`src/sv/sspq_pkg.sv`:
```
// Shared types and codes for the sorted priority queue.
package sspq_pkg;

  localparam int KEY_W     = 16;
  localparam int PAYLOAD_W = 32;
  localparam int COUNT_W   = 5;

  localparam logic MODE_INSERT = 1'b0;
  localparam logic MODE_REMOVE = 1'b1;

  typedef enum logic [1:0] {
    STAT_OK    = 2'd0,
    STAT_FULL  = 2'd1,
    STAT_EMPTY = 2'd2
  } status_t;

  typedef struct packed {
    logic [KEY_W-1:0]     key;
    logic [PAYLOAD_W-1:0] payload;
  } entry_t;

  // Per-cycle command broadcast to every cell.
  typedef struct packed {
    logic   ins;
    logic   rem;
    entry_t new_entry;
  } cell_ctl_t;

endpackage

```
`src/sv/stable_sorted_priority_queue_unit.sv`:
```
// A result word is registered in the cycle after its input word is taken.
// Throughput: one operation per cycle while the result is not stalled; every cell compares
// against the new key in parallel and the whole chain shifts together.
// A stalled result holds the input side until it is taken.
// Reset (rst_n low, synchronous) empties the queue and clears the result valid.
module stable_sorted_priority_queue_unit #(
  parameter int CAPACITY = 16
) (
  input  logic        clk,
  input  logic        rst_n,
  input  logic        in_valid,
  output logic        in_ready,
  input  logic        in_mode,
  input  logic [15:0] in_new_key,
  input  logic [31:0] in_new_payload,
  output logic        out_valid,
  input  logic        out_ready,
  output logic [1:0]  out_status,
  output logic [15:0] out_key,
  output logic [31:0] out_payload,
  output logic [4:0]  out_entry_count,
  output logic        out_is_empty
);

  localparam int CW = $clog2(CAPACITY + 1);

  logic [CW-1:0]     cnt_r;
  logic [CW-1:0]     cnt_nxt;
  logic              acc;
  logic              full;
  logic              is_ins;
  logic              is_rem;
  sspq_pkg::cell_ctl_t ctl;

  sspq_pkg::entry_t  ent   [CAPACITY];
  logic              ge_v  [CAPACITY];

  logic              out_valid_r;
  sspq_pkg::status_t status_r;
  sspq_pkg::status_t status_nxt;
  sspq_pkg::entry_t  res_r;
  sspq_pkg::entry_t  res_nxt;
  logic [CW-1:0]     res_cnt_r;
  logic [CW+4:0]     res_cnt_ext;

  assign in_ready = !out_valid_r || out_ready;
  assign acc      = in_valid && in_ready;
  assign full     = (cnt_r == CW'(CAPACITY));
  assign is_ins   = acc && (in_mode == sspq_pkg::MODE_INSERT) && !full;
  assign is_rem   = acc && (in_mode == sspq_pkg::MODE_REMOVE) && (cnt_r != '0);

  assign ctl.ins               = is_ins;
  assign ctl.rem               = is_rem;
  assign ctl.new_entry.key     = in_new_key;
  assign ctl.new_entry.payload = in_new_payload;

  for (genvar i = 0; i < CAPACITY; i++) begin : g_cell
    sspq_pkg::entry_t prev_e;
    sspq_pkg::entry_t next_e;
    logic             prev_g;

    if (i == 0) begin : g_head
      assign prev_e = ctl.new_entry;
      assign prev_g = 1'b1;
    end else begin : g_body
      assign prev_e = ent[i-1];
      assign prev_g = ge_v[i-1];
    end

    if (i == CAPACITY - 1) begin : g_tail
      assign next_e = ent[i];
    end else begin : g_mid
      assign next_e = ent[i+1];
    end

    sspq_cell u_cell (
      .clk        (clk),
      .ctl        (ctl),
      .occ        (CW'(i) < cnt_r),
      .prev_ge    (prev_g),
      .prev_entry (prev_e),
      .next_entry (next_e),
      .entry      (ent[i]),
      .ge         (ge_v[i])
    );
  end

  always_comb begin
    cnt_nxt    = cnt_r;
    status_nxt = sspq_pkg::STAT_OK;
    res_nxt    = '0;
    if (is_ins) begin
      cnt_nxt = cnt_r + CW'(1);
    end
    if (is_rem) begin
      cnt_nxt = cnt_r - CW'(1);
      res_nxt = ent[0];
    end
    if (in_mode == sspq_pkg::MODE_INSERT) begin
      if (full) begin
        status_nxt = sspq_pkg::STAT_FULL;
      end
    end else if (cnt_r == '0) begin
      status_nxt = sspq_pkg::STAT_EMPTY;
    end
  end

  always_ff @(posedge clk) begin
    if (!rst_n) begin
      cnt_r       <= '0;
      out_valid_r <= 1'b0;
    end else begin
      if (acc) begin
        cnt_r       <= cnt_nxt;
        out_valid_r <= 1'b1;
      end else if (out_ready) begin
        out_valid_r <= 1'b0;
      end
    end
  end

  // Result word holds while stalled; only a new input word reloads it.
  always_ff @(posedge clk) begin
    if (acc) begin
      status_r  <= status_nxt;
      res_r     <= res_nxt;
      res_cnt_r <= cnt_nxt;
    end
  end

  assign res_cnt_ext     = {5'd0, res_cnt_r};
  assign out_valid       = out_valid_r;
  assign out_status      = status_r;
  assign out_key         = res_r.key;
  assign out_payload     = res_r.payload;
  assign out_entry_count = res_cnt_ext[4:0];
  assign out_is_empty    = (res_cnt_r == '0);

endmodule

```
`src/sv/sspq_cell.sv`:
```
// One slot of the sorted chain: holds an entry and shifts with its neighbors.
module sspq_cell (
  input  logic              clk,
  input  sspq_pkg::cell_ctl_t ctl,
  input  logic              occ,
  input  logic              prev_ge,
  input  sspq_pkg::entry_t  prev_entry,
  input  sspq_pkg::entry_t  next_entry,
  output sspq_pkg::entry_t  entry,
  output logic              ge
);

  sspq_pkg::entry_t ent_r;
  sspq_pkg::entry_t ent_nxt;

  // Held entry ranks ahead of (or ties with) the arriving one.
  assign ge    = occ && (ent_r.key >= ctl.new_entry.key);
  assign entry = ent_r;

  always_comb begin
    ent_nxt = ent_r;
    priority if (ctl.rem) begin
      ent_nxt = next_entry;
    end else if (ctl.ins && !ge) begin
      // The first cell that loses takes the new word, the rest shift down.
      ent_nxt = prev_ge ? ctl.new_entry : prev_entry;
    end
  end

  always_ff @(posedge clk) begin
    ent_r <= ent_nxt;
  end

endmodule

```
`config.mk`:
```
export PLATFORM = sky130hd
export DESIGN_NAME = stable_sorted_priority_queue_unit
export DESIGN_NICKNAME = d
export VERILOG_FILES = /design/src/sv/sspq_pkg.sv /design/src/sv/stable_sorted_priority_queue_unit.sv /design/src/sv/sspq_cell.sv
export SDC_FILE = /design/constraint.sdc
export NUM_CORES = 2
export LEC_CHECK = 0
export ABC_AREA = 1
export BUFFER_PORTS_ARGS = -buffer_cell sky130_fd_sc_hd__buf_2
export CORE_MARGIN = 2
export CORE_UTILIZATION = 57
export CTS_BUF_LIST = sky130_fd_sc_hd__clkbuf_2
export DETAILED_ROUTE_END_ITERATION = 10
export PLACE_DENSITY = 0.73
export SLEW_MARGIN = 30
export SYNTH_ARGS = -nofsm -noshare
export SYNTH_HDL_FRONTEND = slang
export SYNTH_HIERARCHICAL = 1
export SYNTH_SLANG_ARGS = --single-unit
```
`constraint.sdc`:
```
create_clock -name clk -period 8.65 [get_ports clk]
set_clock_uncertainty 0.2 [all_clocks]
set_input_delay 1.2975 -clock clk [delete_from_list [all_inputs] [get_ports clk]]
set_output_delay 1.2975 -clock clk [all_outputs]
set_load 0.05 [all_outputs]
```
==> impl_metrics.csv <==
group,metric,value,unit
setup_path,cpMaxStageDelayCell,"sky130_fd_sc_hd__inv_8",
routing,iteration_count_of_the_initial_detailed_routing_pass,6,
placement,preCtsSetupSlack,2.215,ns
setup_path,path_common_cell,"sky130_fd_sc_hd__buf_12",
setup_path,timing_worst_setup_path_type,"input port to flop",
setup_path,worst_path_largest_cell_delay,0.76,ns
setup_path,critical_path_arrival,5.86,ns
routing,detail_route.wirelength,116.2,mm
timing,timing_hold_violations_final,0,
routing,post_drt_via_cell_ratio,5.587,
cells_and_area,area_growth,5.142,%
routing,route.vias.total,38780,
timing,grt_setup_unrepaired,"false",
synth,syn_area,48130,um2
cts,cts_tree,"built",
timing,setup_slack,3.694,ns
synth,ys_warn_count,6,
cts,cts.sink_count,829,
routing,antenna_violating_nets_remaining,0,
global_routing,number_of_antenna_violations_at_the_first_check_in_global_routing,5,
placement,place.detailed.instances,6573,
routing,drc_errors,0,
min_path,hold_class,"input port to flop",
global_routing,grt-ovfl-total,0,
setup_path,required,9.55,ns
pwr,cellLeakagePower,21.03,nW
status,run_status,"finished clean",
synth,syn-mean-instance-area,8.550,um2
timing,setup-violations-final,0,
floorplanning,floorplan.core_area,83690,um2
timing,period_minus_slack,4.956,ns
timing,worst_slew_margin_rel,29.16,%
timing,min_period_over_period,57.30,%
cts,numCtsBuffers,208,
cts,worst_setup_hold_path_clk_slew,0.10,ns
cts,postCtsSetupRepairBufs,0,
pwr,power_density,232.0,nW/um2
global_routing,grt_pass1_vias,35890,
setup_path,timing.critical_path.from_type,"input port",
cells_and_area,layout-drive-gt1-share,9.373,%
global_routing,global_route.usage.total,26.48,%
cts,ctsRootBufferMaster,"sky130_fd_sc_hd__clkbuf_2",
global_routing,first_pass_grt_wire_length,187.3,mm
floorplanning,fp.dieArea,86780,um2
setup_path,register_to_register_path_setup_slack,3.82,ns
routing,drt-wirelength-per-cell,16.74,um
floorplanning,i_o_pins,111,
placement,place.gp.congestion,0.8576,
cts,clock_insertion_delay_worst_skew,1.46,ns
cts,cts_repair_resize_count,0,
cells_and_area,fill_count,7302,
run,cap_violations,0,
routing,first_iter_violations,4353,
cells_and_area,finalNonFillerCells,6942,
placement,io_buffers,110,
timing,tns,0,ns
synth,synth_cells,5629,
cells_and_area,finish.utilization,60.47,%
floorplanning,initial_utilization,57.51,%
setup_path,critPathCaptureType,"flop",
timing,fmax,201.8,MHz
floorplanning,core.rowCount,106,
pwr,irDropWorstVdd,135.6,uV
cts,max_h_tree_level,4,
cts,cts_hold_repair.buffers,4,
cells_and_area,fin_nets,5967,
placement,dp_hpwl,80.74,mm
cts,cts.path.max_buffers,3,
timing,tightestPinTransition,1.063,ns
floorplanning,die_height,294.6,um
setup_path,worstPathCellList,"dlygate4sd3_1, buf_2, inv_1, a21oi_4, buf_4, nand3_4, inv_8, buf_12, buf_12, buf_16, o21ai_0",
timing,timing_max_transition_violations_final,0,
synth,syn_nets,5942,
setup_path,worst_r2r_path_depth,9,
setup_path,path_max_fanout,145,
global_routing,pin_count_of_the_biggest_net_entering_global_routing,263,
floorplanning,chipWidth,294.6,um
min_path,whs_path_depth,3,
-- layout by cell type (no fill, tap or decap), types with 2 or more instances in the layout --
| cell | instances |
|---|---|
| sky130_fd_sc_hd__nand2_1 | 1317 |
| sky130_fd_sc_hd__a21oi_1 | 1221 |
| sky130_fd_sc_hd__edfxtp_1 | 823 |
| sky130_fd_sc_hd__nor2_1 | 682 |
| sky130_fd_sc_hd__inv_1 | 381 |
| sky130_fd_sc_hd__clkbuf_2 | 310 |
| sky130_fd_sc_hd__o21ai_0 | 264 |
| sky130_fd_sc_hd__ha_1 | 260 |
| sky130_fd_sc_hd__o21ai_1 | 192 |
| sky130_fd_sc_hd__buf_2 | 110 |
| sky130_fd_sc_hd__clkinv_1 | 42 |
| sky130_fd_sc_hd__buf_4 | 24 |
| sky130_fd_sc_hd__clkinv_2 | 21 |
| sky130_fd_sc_hd__nand4_1 | 18 |
| sky130_fd_sc_hd__nor3_1 | 18 |
| sky130_fd_sc_hd__inv_4 | 16 |
| sky130_fd_sc_hd__o21a_1 | 16 |
| sky130_fd_sc_hd__a21oi_2 | 16 |
| sky130_fd_sc_hd__nand2_4 | 14 |
| sky130_fd_sc_hd__nand3_1 | 9 |
| sky130_fd_sc_hd__inv_2 | 8 |
| sky130_fd_sc_hd__dfxtp_1 | 6 |
| sky130_fd_sc_hd__diode_2 | 4 |
| sky130_fd_sc_hd__nand2_2 | 4 |
| sky130_fd_sc_hd__inv_6 | 4 |
| sky130_fd_sc_hd__dlygate4sd3_1 | 4 |
| sky130_fd_sc_hd__buf_12 | 4 |
| sky130_fd_sc_hd__xor2_1 | 3 |
| sky130_fd_sc_hd__clkinv_4 | 3 |
| sky130_fd_sc_hd__inv_8 | 2 |
| sky130_fd_sc_hd__clkinv_8 | 2 |
-- per-layer routing --
layer	global-route usage (%)	routed length (um)	up-vias
met3	4.366	11250	120
met1	41.06	54370	17540
met4	6.707	1650	0
met5	0	0	-
met2	38.46	48930	1767
li1	-	-	19350
-- worst paths after layout --
path / from / endpoint
min: in_new_payload[1] / g_cell[13].u_cell/entry[1]
min reg2reg: g_cell[10].u_cell/entry[4] / g_cell[11].u_cell/entry[4]
max: in_valid / g_cell[10].u_cell/entry[33]
max reg2reg: cnt_r[0] / g_cell[10].u_cell/entry[33]
-- report_power, final --
group / switching (mW) / internal [mW]
Sequential: 0.496 / 5.54
Combinational: 2.05 / 1.03
Clock: 1.63 / 1.00
Total: 4.18 / 7.56
-- registers in the layout, indices dropped and copies added, names as in the netlist --
register	flops
cnt_r	5
out_valid	1
g_cell.u_cell/entry	768
out_payload	32
out_key	16
out_entry_count	5
out_status	2
-- worst max-delay path: cells and delay by family --
kind	cells	cell delay [ns]
and+or+nand+nor	1	0.56
AOI/OAI and AO/OA	2	0.26
buffers and inverters	8	3.36
-- metrics by stage --
step / total power, mW / hold WS, ns / instance area (um2)
2_1_floorplan: 8.333 / 0.3451 / 48130
3_3_place_gp: 8.992 / 0.3485 / 48610
3_5_place_dp: 9.134 / 0.3628 / 48670
4_1_cts: 11.76 / 0.1079 / 50550
5_1_grt: 12.51 / 0.1876 / 50600
6_report: 11.74 / 0.3157 / 50600
-- cell type report --
cell class | instances | area, um2 | area share [%]
Clock buffer | 310 | 1551 | 3.066
Multi-Input combinational cell | 4041 | 19940 | 39.39
Sequential cell | 829 | 24830 | 49.07
Tap cell | 1134 | 1419 | 2.804
Clock inverter | 50 | 287.8 | 0.5687
Timing Repair Buffer | 143 | 878.3 | 1.736
Inverter | 431 | 1689 | 3.338
Antenna cell | 4 | 10.01 | 0.01978
Power figures use the tool's default switching activity.
